**src/hw/rtl/utf8v_pkg.sv**
```systemverilog
// ----------------------------------------------------------------------------
// utf8v_pkg
// Shared types and constants for the UTF-8 stream decoder and validator.
// ----------------------------------------------------------------------------
package utf8v_pkg;

  // default width of the per-string character counter
  localparam int COUNT_WIDTH_DEF = 16;

  localparam int CP_W    = 21;
  localparam int ACC_W   = 31;
  localparam int TOTAL_W = 16;

  // input tdata is one byte, output tdata holds code point and total
  localparam int IN_TDATA_W  = 8;
  localparam int OUT_TDATA_W = 40;
  localparam int OUT_TUSER_W = 3;

  // sequence lengths
  localparam logic [2:0] LEN_NONE = 3'd0;
  localparam logic [2:0] LEN_1    = 3'd1;
  localparam logic [2:0] LEN_2    = 3'd2;
  localparam logic [2:0] LEN_3    = 3'd3;
  localparam logic [2:0] LEN_4    = 3'd4;
  localparam logic [2:0] LEN_5    = 3'd5;
  localparam logic [2:0] LEN_6    = 3'd6;

  // decoder state carried between bytes (counter kept apart, its width varies)
  typedef struct packed {
    logic [2:0]       bytes_rem;
    logic [2:0]       seq_len;
    logic [ACC_W-1:0] acc;
    logic             err_seen;
  } dec_state_t;

  // one result transaction
  typedef struct packed {
    logic [CP_W-1:0]    code_point;
    logic               char_ready;
    logic               decode_error;
    logic               string_done;
    logic               string_valid;
    logic [TOTAL_W-1:0] char_total;
  } dec_result_t;

  // shortest form length able to carry a value
  function automatic logic [2:0] form_length(input logic [ACC_W-1:0] v);
    logic [2:0] len;
    if (v < 31'h80)           len = LEN_1;
    else if (v < 31'h800)     len = LEN_2;
    else if (v < 31'h10000)   len = LEN_3;
    else if (v < 31'h200000)  len = LEN_4;
    else if (v < 31'h4000000) len = LEN_5;
    else                      len = LEN_6;
    return len;
  endfunction

  // valid unicode scalar that is not a noncharacter
  function automatic logic scalar_ok(input logic [ACC_W-1:0] v);
    logic in_range;
    logic surrogate;
    logic nonchar_blk;
    logic nonchar_end;
    in_range    = (v < 31'h110000);
    surrogate   = (v[ACC_W-1:11] == 20'h0001B);
    nonchar_blk = (v >= 31'hFDD0) && (v <= 31'hFDEF);
    nonchar_end = (v[15:1] == 15'h7FFF);
    return in_range && !surrogate && !nonchar_blk && !nonchar_end;
  endfunction

endpackage

```
**src/hw/rtl/utf8v_decode.sv**
```systemverilog
// ----------------------------------------------------------------------------
// utf8v_decode
// Single-byte decode step: lead/continuation handling, value checks,
// counter update and result formation.
// ----------------------------------------------------------------------------
module utf8v_decode
  import utf8v_pkg::*;
#(
  parameter int COUNT_WIDTH = COUNT_WIDTH_DEF
) (
  input  dec_state_t             state,
  input  logic [COUNT_WIDTH-1:0] count,
  input  logic [7:0]             data_byte,
  input  logic                   end_of_string,
  output dec_state_t             state_nxt,
  output logic [COUNT_WIDTH-1:0] count_nxt,
  output logic                   has_result,
  output dec_result_t            result
);

  dec_state_t             st;
  logic                   ready;
  logic                   err;
  logic [CP_W-1:0]        cp;
  logic [ACC_W-1:0]       acc_new;
  logic [COUNT_WIDTH-1:0] cnt;
  logic [COUNT_WIDTH+TOTAL_W-1:0] cnt_ext;

  // byte decode and state update
  always_comb begin
    st      = state;
    ready   = 1'b0;
    err     = 1'b0;
    cp      = '0;
    acc_new = {state.acc[ACC_W-7:0], data_byte[5:0]};
    cnt     = count;
    if (!state.err_seen) begin
      if (state.bytes_rem == 3'd0) begin
        // lead byte expected
        if (data_byte < 8'h80) begin
          ready = 1'b1;
          cp    = CP_W'(data_byte);
        end else if (data_byte < 8'hC0) begin
          err = 1'b1;
        end else if (data_byte < 8'hE0) begin
          st.seq_len = LEN_2; st.bytes_rem = 3'd1; st.acc = ACC_W'(data_byte[4:0]);
        end else if (data_byte < 8'hF0) begin
          st.seq_len = LEN_3; st.bytes_rem = 3'd2; st.acc = ACC_W'(data_byte[3:0]);
        end else if (data_byte < 8'hF8) begin
          st.seq_len = LEN_4; st.bytes_rem = 3'd3; st.acc = ACC_W'(data_byte[2:0]);
        end else if (data_byte < 8'hFC) begin
          st.seq_len = LEN_5; st.bytes_rem = 3'd4; st.acc = ACC_W'(data_byte[1:0]);
        end else if (data_byte < 8'hFE) begin
          st.seq_len = LEN_6; st.bytes_rem = 3'd5; st.acc = ACC_W'(data_byte[0]);
        end else begin
          err = 1'b1;
        end
      end else if (data_byte[7:6] != 2'b10) begin
        // missing continuation
        err = 1'b1;
      end else begin
        // continuation: shift in six bits, check on the last one
        st.acc       = acc_new;
        st.bytes_rem = state.bytes_rem - 3'd1;
        if (st.bytes_rem == 3'd0) begin
          if ((form_length(acc_new) == state.seq_len) && scalar_ok(acc_new)) begin
            ready = 1'b1;
            cp    = acc_new[CP_W-1:0];
          end else begin
            err = 1'b1;
          end
        end
      end
      // truncated sequence at end of string
      if (!err && end_of_string && (st.bytes_rem != 3'd0)) begin
        err = 1'b1;
      end
      // saturating character count
      if (ready && (count != {COUNT_WIDTH{1'b1}})) begin
        cnt = count + COUNT_WIDTH'(1);
      end
      if (err) begin
        st.err_seen  = 1'b1;
        st.bytes_rem = 3'd0;
      end
    end
  end

  // clamp the count to the reported width
  assign cnt_ext = (COUNT_WIDTH+TOTAL_W)'(cnt);

  // result fields
  always_comb begin
    result.code_point   = cp;
    result.char_ready   = ready;
    result.decode_error = err;
    result.string_done  = end_of_string;
    result.string_valid = end_of_string && !st.err_seen;
    result.char_total   = (|cnt_ext[COUNT_WIDTH+TOTAL_W-1:TOTAL_W]) ?
                          {TOTAL_W{1'b1}} : cnt_ext[TOTAL_W-1:0];
  end

  assign has_result = ready || err || end_of_string;

  // a string end returns everything to zero
  assign state_nxt = end_of_string ? '0 : st;
  assign count_nxt = end_of_string ? '0 : cnt;

endmodule

```
**src/hw/rtl/utf8_stream_decoder_validator.sv**
```systemverilog
// ----------------------------------------------------------------------------
// utf8_stream_decoder_validator
// UTF-8 stream decoder with validation, one byte per clock unless the output stalls.
// ----------------------------------------------------------------------------
// Usage:
//   Input channel in_*: one byte per transaction in in_tdata, in_tlast set on
//   the final byte of a string. Output channel out_*: one transaction when a
//   character completes, when the first error of a string is found, or on
//   the final byte of a string (out_tlast set, with validity and count).
//   Bytes that complete nothing produce no output transaction.
//   A byte accepted into the input register is decoded from there into the
//   output register when it advances, so its result is on out_* once the
//   output register has room.
//   Throughput: one byte per cycle while the output is not stalled, limited
//   by the single decode step between the input register and the output
//   register; the per-string decoder state updates each cycle a byte leaves the input register.
//   Stall: while out_tready is low and a result is held, a byte that has a
//   result waits in the input register and in_tready drops; bytes without a
//   result still pass.
//   Reset: rst_n low clears both registers' valid flags and the decoder
//   state; the first byte after reset starts a new string.
// ----------------------------------------------------------------------------
module utf8_stream_decoder_validator
  import utf8v_pkg::*;
#(
  parameter int COUNT_WIDTH = COUNT_WIDTH_DEF
) (
  input  logic                   clk,
  input  logic                   rst_n,
  // input byte stream
  input  logic                   in_tvalid,
  output logic                   in_tready,
  input  logic [IN_TDATA_W-1:0]  in_tdata,   // [7:0] data_byte
  input  logic                   in_tlast,   // end_of_string
  // result stream
  output logic                   out_tvalid,
  input  logic                   out_tready,
  output logic [OUT_TDATA_W-1:0] out_tdata,  // [20:0] code_point, [36:21] char_total, [39:37] zero
  output logic [OUT_TUSER_W-1:0] out_tuser,  // [0] char_ready, [1] decode_error, [2] string_valid
  output logic                   out_tlast   // string_done
);

  logic                   in_valid_r;
  logic [7:0]             in_byte_r;
  logic                   in_last_r;
  logic                   out_valid_r;
  dec_result_t            out_res_r;
  dec_state_t             state_r;
  dec_state_t             state_nxt;
  logic [COUNT_WIDTH-1:0] count_r;
  logic [COUNT_WIDTH-1:0] count_nxt;
  logic                   has_result;
  dec_result_t            result;
  logic                   advance;

  // decode step
  utf8v_decode #(
    .COUNT_WIDTH (COUNT_WIDTH)
  ) u_decode (
    .state         (state_r),
    .count         (count_r),
    .data_byte     (in_byte_r),
    .end_of_string (in_last_r),
    .state_nxt     (state_nxt),
    .count_nxt     (count_nxt),
    .has_result    (has_result),
    .result        (result)
  );

  // byte leaves the input register when it has no result or its result has room
  assign advance   = in_valid_r && (!has_result || !out_valid_r || out_tready);
  assign in_tready = !in_valid_r || advance;

  // input register
  always_ff @(posedge clk) begin
    if (!rst_n) begin
      in_valid_r <= 1'b0;
    end else if (in_tready) begin
      in_valid_r <= in_tvalid;
    end
  end

  always_ff @(posedge clk) begin
    if (in_tready && in_tvalid) begin
      in_byte_r <= in_tdata;
      in_last_r <= in_tlast;
    end
  end

  // decoder state
  always_ff @(posedge clk) begin
    if (!rst_n) begin
      state_r <= '0;
      count_r <= '0;
    end else if (advance) begin
      state_r <= state_nxt;
      count_r <= count_nxt;
    end
  end

  // output register
  always_ff @(posedge clk) begin
    if (!rst_n) begin
      out_valid_r <= 1'b0;
    end else if (advance && has_result) begin
      out_valid_r <= 1'b1;
    end else if (out_tready) begin
      out_valid_r <= 1'b0;
    end
  end

  always_ff @(posedge clk) begin
    if (advance && has_result) begin
      out_res_r <= result;
    end
  end

  // port packing
  assign out_tvalid = out_valid_r;
  assign out_tdata  = {3'b000, out_res_r.char_total, out_res_r.code_point};
  assign out_tuser  = {out_res_r.string_valid, out_res_r.decode_error,
                       out_res_r.char_ready};
  assign out_tlast  = out_res_r.string_done;

endmodule

```
**config.mk**
```make
export PLATFORM = sky130hd
export DESIGN_NAME = utf8_stream_decoder_validator
export DESIGN_NICKNAME = d
export VERILOG_FILES = /design/src/hw/rtl/utf8v_pkg.sv /design/src/hw/rtl/utf8v_decode.sv /design/src/hw/rtl/utf8_stream_decoder_validator.sv
export SDC_FILE = /design/constraint.sdc
export NUM_CORES = 1
export LEC_CHECK = 0
export ABC_AREA = 1
export BUFFER_PORTS_ARGS = -buffer_cell sky130_fd_sc_hd__buf_2
export CORE_MARGIN = 4
export CORE_UTILIZATION = 49
export CTS_BUF_LIST = sky130_fd_sc_hd__clkbuf_16
export DETAILED_ROUTE_END_ITERATION = 16
export GPL_ROUTABILITY_DRIVEN = 0
export GPL_TIMING_DRIVEN = 0
export PLACE_DENSITY_LB_ADDON = 0.3
export SYNTH_ARGS = -nofsm -noshare
export SYNTH_HDL_FRONTEND = slang
export SYNTH_SLANG_ARGS = --single-unit
```
**constraint.sdc**
```tcl
create_clock -name clk -period 6.5 [get_ports clk]
set_input_delay 0.975 -clock clk [delete_from_list [all_inputs] [get_ports clk]]
set_output_delay 0.975 -clock clk [all_outputs]
set_load 0.01 [all_outputs]
```
## Word level (Yosys, flattened, before mapping)

Cells that the tools add are included.

- $add $sub $neg: 2
- Magnitude comparators: 15
- Equality and inequality tests: 12
- Mux-type cells: 58
- Reductions and logical operators: 34

Operators by type and width:

| operator | number |
|---|---|
| $mux 37 | 7 |
| $mux 21 | 4 |
| $mux 38 | 2 |
| $mux 31 | 2 |
| $lt 8x8->1 const B | 7 |
| $mux 16 | 3 |
| $mux 3 | 13 |
| $ge 31x16->1 const B | 1 |
| $le 31x16->1 const B | 1 |
| $lt 31x12->1 const B | 1 |
| $lt 31x17->1 const B | 1 |
| $lt 31x21->1 const B | 1 |
| $lt 31x22->1 const B | 1 |
| $lt 31x27->1 const B | 1 |
| $lt 31x8->1 const B | 1 |
| $mux 1 | 25 |
| $eq 20x5->1 const B | 1 |
| $add 16x1->16 const B | 1 |
| $ne 16x16->1 const B | 1 |
| $eq 15x15->1 const B | 1 |
| $logic_and 1x1->1 | 12 |
| $reduce_and 6->1 | 2 |
| $logic_not 1->1 | 8 |
| $mux 8 | 1 |
| other kinds (13) | 23 |

- Bits in registers: 100
- Bits of input ports: 13
- Word-level logic and storage cells: 136

## Logic depth before layout (Yosys ltp)

- Depth after elaboration: 31
- Mapped depth: 22

## Cells and area by module

A second synthesis with hierarchy kept.

- Cell total of the unflattened synthesis: 892
- Area total of the unflattened synthesis: 6462.4 µm²

Modules (own cells, without submodules):

| module | instances | cells each | area each (µm²) | seq. area each (µm²) |
|---|---|---|---|---|
| utf8_stream_decoder_validator | 1 | 423 | 4053.9 | 2622.5 |
| utf8v_decode | 1 | 469 | 2408.6 | 0.0 |

## Worst setup path after synthesis

No wires, ideal clock.

- Kind: reg2reg
- Start: register state_r[36] in the netlist's numbering
- End: register out_res_r (netlist bit out_tdata[0]), enable pin
- Library setup time: 0.378 ns
- Data arrival time: 2.400 ns
- Required time: 6.122 ns
- Setup slack: 3.722 ns
- Cell stages (with the launch flop): 19
- Buffers on the path: 1
- Clock period less this slack: 2.778 ns
- Cell sequence: dfxtp_1 -> inv_1 -> ha_1 -> nand2_1 -> buf_2 -> nand2_1 -> nor2_1 -> a31oi_1 -> nand2_1 -> nand3_1 -> a21oi_1 -> nand2_1 -> nand2_2 -> nand3_2 -> nand2_2 -> nand2_4 -> inv_2 -> nand2_1 -> inv_2

- Longest elaborated chain between the ends: 21
- Elaborated cells between the ends (all ways): 36
- Those cells by class: 1 x add/sub; 22 x mux; 13 x reduce/logical

Ends and longest elaborated chain:

| element | RTL line | text |
|---|---|---|
| start, declared | utf8_stream_decoder_validator.sv:48 | `dec_state_t state_r;` |
| start signal, assigned | utf8_stream_decoder_validator.sv:96 | `state_r <= state_nxt;` |
| $mux 37 | utf8v_decode.sv:53 | `end else if (data_byte < 8'hFE) begin` |
| $mux 37 | utf8v_decode.sv:51 | `end else if (data_byte < 8'hFC) begin` |
| $mux 37 | utf8v_decode.sv:49 | `end else if (data_byte < 8'hF8) begin` |
| $mux 37 | utf8v_decode.sv:47 | `end else if (data_byte < 8'hF0) begin` |
| $mux 37 | utf8v_decode.sv:45 | `end else if (data_byte < 8'hE0) begin` |
| $mux 37 | utf8v_decode.sv:43 | `end else if (data_byte < 8'hC0) begin` |
| $mux 37 | utf8v_decode.sv:40 | `if (data_byte < 8'h80) begin` |
| $mux 3 | utf8v_decode.sv:38 | `if (state.bytes_rem == 3'd0) begin` |
| [2 not listed] | n/a |  |
| $logic_and 1x1->1 | utf8v_decode.sv:75 | `if (!err && end_of_string && (st.bytes_rem != 3'd0)) begin` |
| $mux 1 | utf8v_decode.sv:75 |  |
| $mux 1 (2 in a row) | utf8v_decode.sv:37 | `if (!state.err_seen) begin` |
| $logic_or 1x1->1 * (2 in a row) | utf8v_decode.sv:103 | `assign has_result = ready \|\| err \|\| end_of_string;` |
| $logic_not 1->1 | utf8_stream_decoder_validator.sv:71 | `assign advance = in_valid_r && (!has_result \|\| !out_valid_r \|\| out_tready);` |
| $logic_or 1x1->1 (2 in a row) | utf8_stream_decoder_validator.sv:71 |  |
| $logic_and 1x1->1 | utf8_stream_decoder_validator.sv:71 |  |
| $logic_and 1x1->1 * | utf8_stream_decoder_validator.sv:113 | `if (advance && has_result) begin` |
| end signal, assigned | utf8_stream_decoder_validator.sv:114 | `out_res_r <= result;` |
| end, declared | utf8_stream_decoder_validator.sv:47 | `dec_result_t out_res_r;` |

Mark *: on every way between the ends. The rest lies on a longest branch, timed or not. The select of a mux whose other input is x is not followed.
A chain may end at the register's enable or synchronous reset.

## Worst setup path after layout

- Start: register state_r[36] in the netlist's numbering
- End: output in_tready

- Longest elaborated chain between the ends: 21
- Elaborated cells between the ends (all ways): 36
- Those cells by class: 1 x add/sub; 22 x mux; 13 x reduce/logical

Ends and longest elaborated chain:

| element | RTL line | text |
|---|---|---|
| $mux 37 | utf8v_decode.sv:53 |  |
| $mux 37 | utf8v_decode.sv:51 |  |
| $mux 37 | utf8v_decode.sv:49 |  |
| $mux 37 | utf8v_decode.sv:47 |  |
| $mux 37 | utf8v_decode.sv:45 |  |
| $mux 37 | utf8v_decode.sv:43 |  |
| $mux 37 | utf8v_decode.sv:40 |  |
| $mux 3 | utf8v_decode.sv:38 |  |
| [2 not listed] | n/a |  |
| $logic_and 1x1->1 | utf8v_decode.sv:75 |  |
| $mux 1 | utf8v_decode.sv:75 |  |
| $mux 1 (2 in a row) | utf8v_decode.sv:37 |  |
| $logic_or 1x1->1 * (2 in a row) | utf8v_decode.sv:103 |  |
| $logic_not 1->1 * | utf8_stream_decoder_validator.sv:71 |  |
| $logic_or 1x1->1 * (2 in a row) | utf8_stream_decoder_validator.sv:71 |  |
| $logic_and 1x1->1 * | utf8_stream_decoder_validator.sv:71 |  |
| $logic_or 1x1->1 * | utf8_stream_decoder_validator.sv:72 | `assign in_tready = !in_valid_r \|\| advance;` |
| end, declared | utf8_stream_decoder_validator.sv:32 | `output logic in_tready,` |

Marked as above.

==> reports/results.env <==
CLK_PIN_SLEW_WORST_PATHS_PS=70
LAYOUT_SETUP_WS_PS=2980
P_INT_mW=1.14
CLK-INSERTION-DELAY-LATE_PS=340
SHARE_COMB_OF_TOTAL_POWER_PCT=18.4
REMAINING_GLOBAL_ROUTE_OVERFLOW=0
SYNTH-EDFF-COUNT=50
SYNTH-ASYNC-RESET-RATIO_PCT=0
FILLERINSTANCES=973
IO-PIN-COUNT=59
SLEW_HEADROOM_PCT=43.9
AREA.SEQUENTIAL_UM2=2500
AREA_ENCLOSED_BY_THE_DIE_BOUNDARY_UM2=12500
ROOT_BUFFER='sky130_fd_sc_hd__clkbuf_16'
TIMING.RR.START='state_r[36]'
YOSYS_REGISTER_BITS=100
CORE.ROWCOUNT=37
POST_DRT_WL_PER_CELL_UM=13.3
DRT_DRC_VIOLATIONS_LEFT=0
POST_CTS_RESIZE_COUNT=0
PLACEABLECOREAREA_UM2=10400
DIE_X_UM=112
COMBINED_BUFFER_AND_INVERTER_COUNT_ALONG_THE_CRITICAL_PATH=3
ROUTE.DETAILED.VIAS_PER_INST=5.01
PATH_CLASS='flop to primary output'
FINAL_COUNT_OF_NEGATIVE_SETUP_SLACK_ENDPOINTS=0
BUFFER_PORTS.INSERTED=54
POWER_SWITCHING_SHARE_PCT=28.8
TRANSITION_TIME_AT_THE_PIN_WITH_THE_LEAST_SLEW_MARGIN_PS=840
CELL_AREA_AFTER_SYNTHESIS_UM2=5290
DR.PASS1.ITERS=5
LAYOUT-DRIVE-GT1-SHARE_PCT=13.9
MULTI_INPUT_COMB_AREA_UM2=2220
POWER.SWITCHING_mW=0.462
HOLD_PATH.STARTPOINT='count_r[5]'
NNETSFINAL=801
CHIPHEIGHT_UM=112
FLOW.AREA_GROWTH_FROM_SYNTHESIS_PCT=14.5
TIMING.CRITICAL_PATH.FANOUT_MAX=10
CRITPATHSLOWESTCELL='sky130_fd_sc_hd__dfxtp_1'
GRT_FIRST_PASS_WIRELENGTH_UM=20500
DPL_CELL_AREA_UM2=5740
OUTCOME='finished, final reports clean'
CTSHOLDBUFFERS=0
SETUP_TOTAL_NEGATIVE_SLACK_PS=0
POSTSYNTHAREAPERCELL_UM2=7.38
NUMBER_OF_H_TREE_LEVELS=3
SETUP_CRIT_END_KIND='primary output'
CTS_TREE='built'
CRITICAL_PATH.TOP_DELAY_FAMILY='simple AND/OR/NAND/NOR gates'
TIMING.CRITICAL_PATH.ARRIVAL_PS=2550
ANTENNA_CELLS=0
GRT_PASS1_VIAS=4311
FLOORPLAN.INITIALDENSITY_PCT=50.8
CRIT_PATH_MAX_INCR_DELAY_PS=360
FINAL-MAX-SLEW-VIOLATION-COUNT=0
PWR_DENSITY_CELL_nW_PER_UM2=265
SETUP.WORST_PATH.START_CLASS='flop'
MOSTFREQUENTLAYOUTCELL='sky130_fd_sc_hd__nand2_1'
INITIALDRTVIOLATIONCOUNT=353
TOTALWIRELENGTH_UM=12300
DP_HPWL_UM=8980
SEQ_POWER_SHARE_PCT=45.6
SYNTH_CELL_TYPE_COUNT=34
YS_WARN_COUNT=0
MAX-VDD-IR-DROP_mV=0.169
WORSTREG2REGEND='out_tdata[7]'
TIMING.HOLD.WORST_PATH_DEPTH=2
SYNTH_SEQUENTIAL_AREA_RATIO_PCT=47.3
CP.REQUIRED_PS=5520
SETUP_REPAIR_AFTER_GLOBAL_ROUTING_MISSED_ITS_MARGIN='no'
LEADING_REGISTER_CELL_TYPE_OUT_OF_SYNTHESIS='sky130_fd_sc_hd__edfxtp_1'
REGTOREGSETUPSLACK_PS=3140
MAX_CAP_VIOLATIONS=0
ANTENNA_FOUND_INITIAL=0
NUM_VIAS=4635
NETLIST_INSTANCES=717
FINAL_PERIOD_UTIL_PCT=54.2
FINCLKSKEW_PS=6.85
CTS.SINKS=100
CLOCK_BUFFERS_CREATED_BY_TRITONCTS=9
HOLD_VIOL_FINAL=0
HOLDCRITPATHCLASS='flop to flop'
LARGEST_NET_DEGREE_AT_THE_START_OF_GLOBAL_ROUTING=43
TOTAL_LEAKAGE_POWER_nW=2.79
MAXCLOCKFREQUENCY_MHz=284
TIMING.REG2REG.WORST_PATH_DEPTH=18
CELL_BY_CELL_LISTING_OF_THE_CRITICAL_PATH='inv_1 > ha_1 > nand2_1 > buf_2 > nand2_1 > nor2_1 > a31oi_1 > nand2_1 > nand3_1 > a21oi_1 > nand2_1 > nand2_2 > nand3_2 > nand3_1 > buf_2'
FINAL_ANTENNA_NET_COUNT=0
PRECTSSETUPSLACK_PS=3190
CLOCK_TREE.BUFFER_DEPTH=2
LAYOUT_MIN_CYCLE_TIME_PS=3520
GRTUSAGETOTAL_PCT=19.9
FINALINSTANCEAREA_UM2=6060
CTS_SETUP_BUFFERS=0
MOST-COMMON-LAYOUT-CELLS='sky130_fd_sc_hd__nand2_1, sky130_fd_sc_hd__nor2_1, sky130_fd_sc_hd__inv_1, sky130_fd_sc_hd__buf_2'
HOLDPATHEND='count_r[5]'
P_CLK_SHARE_PCT=36.0
CPMOSTUSEDCELL='sky130_fd_sc_hd__nand2_1'
## sequential cells by signal, summed over array words and instances, names as in the netlist
| register | flops |
|---|---|
| out_tlast | 1 |
| out_tdata | 37 |
| out_tuser | 3 |
| in_byte_r | 8 |
| in_valid_r | 1 |
| in_last_r | 1 |
| out_tvalid | 1 |
| count_r | 16 |
| state_r | 32 |
## power by group through the flow
stage                     Combinational, mW  Clock [mW]  Sequential (mW)
after global placement                0.284           0            0.745
after floorplan                       0.201           0            0.754
after CTS                             0.293       0.586            0.733
final                                 0.295       0.578            0.733
after detailed placement              0.290           0            0.747
after global routing                  0.334       0.618            0.738
## area by class of cell
class,instances,share of cell area (%)
clock buffers,9,3.72
plain buffers,22,1.90
inverters,122,7.56
clock inverters,7,1.57
multi-input cells,475,36.7
flip-flops and latches,100,41.3
well taps,136,2.81
repair buffers,54,4.46
## kinds of logic after synthesis
group	count (synthesis)	share of synthesized area, %
AOI/OAI and AO/OA	72	8.30
and+or+nand+nor	381	30.1
DFF	100	47.3
other	1	0.0709
xor gates and xnor gates	15	2.48
buffers and inverters	144	10.8
adders and majority gates	4	0.946
## tightest hold or removal path, delay by kind of cell (launching register included)
kind / cells / cell delay [ps]
compound gates: 1 / 50
flops: 1 / 330
simple gates: 1 / 60
## layer usage
layer,part of all wire [%],GRT usage (%),vias to the layer above,wire [um]
li1,-,-,2363,-
met1,45,27.0,2063,5480
met2,46,32.4,187,5630
met3,7.7,3.21,22,944
met4,1.9,6.89,0,239
met5,0,0,-,0
## cells in the mapped netlist, types with 8 or more instances
library cell                 n  area, um^2
sky130_fd_sc_hd__nand2_1   187         702
sky130_fd_sc_hd__nor2_1    122         458
sky130_fd_sc_hd__inv_1     114         428
sky130_fd_sc_hd__dfxtp_1    50        1000
sky130_fd_sc_hd__edfxtp_1   50        1500
sky130_fd_sc_hd__nand3_1    31         155
sky130_fd_sc_hd__a21oi_1    25         125
sky130_fd_sc_hd__o21bai_1   23         173
sky130_fd_sc_hd__o21ai_0    13        65.1
sky130_fd_sc_hd__xor2_1     12         105
sky130_fd_sc_hd__nor3_1     11        55.1
sky130_fd_sc_hd__clkbuf_1    9        33.8
sky130_fd_sc_hd__buf_2       8        40.0
sky130_fd_sc_hd__inv_2       8        30.0
sky130_fd_sc_hd__nand4_1     8        50.1
## per-stage QoR
stage	total power, mW	hold WS, ps	util [%]	instances
floorplan	0.955	458	-	719
global route	1.69	522	58.2	925
global placement	1.03	477	55.1	909
detailed placement	1.04	475	55.1	909
CTS	1.61	487	58.2	925
finish	1.61	487	58.2	925
## worst max path at each step
| stage | startpoint | end | slack (ps) | cells past startpoint |
|---|---|---|---|---|
| after floorplan | state_r[36] | out_tdata[0] | 3720 | 18 |
| after global placement | state_r[36] | out_tdata[20] | 3260 | 18 |
| after detailed placement | state_r[36] | out_tdata[20] | 3190 | 18 |
| after CTS | state_r[36] | in_tready | 3020 | 15 |
| after global routing | state_r[35] | in_tready | 2750 | 15 |
| final | state_r[36] | in_tready | 2980 | 15 |
Power figures use the tool's default switching activity.
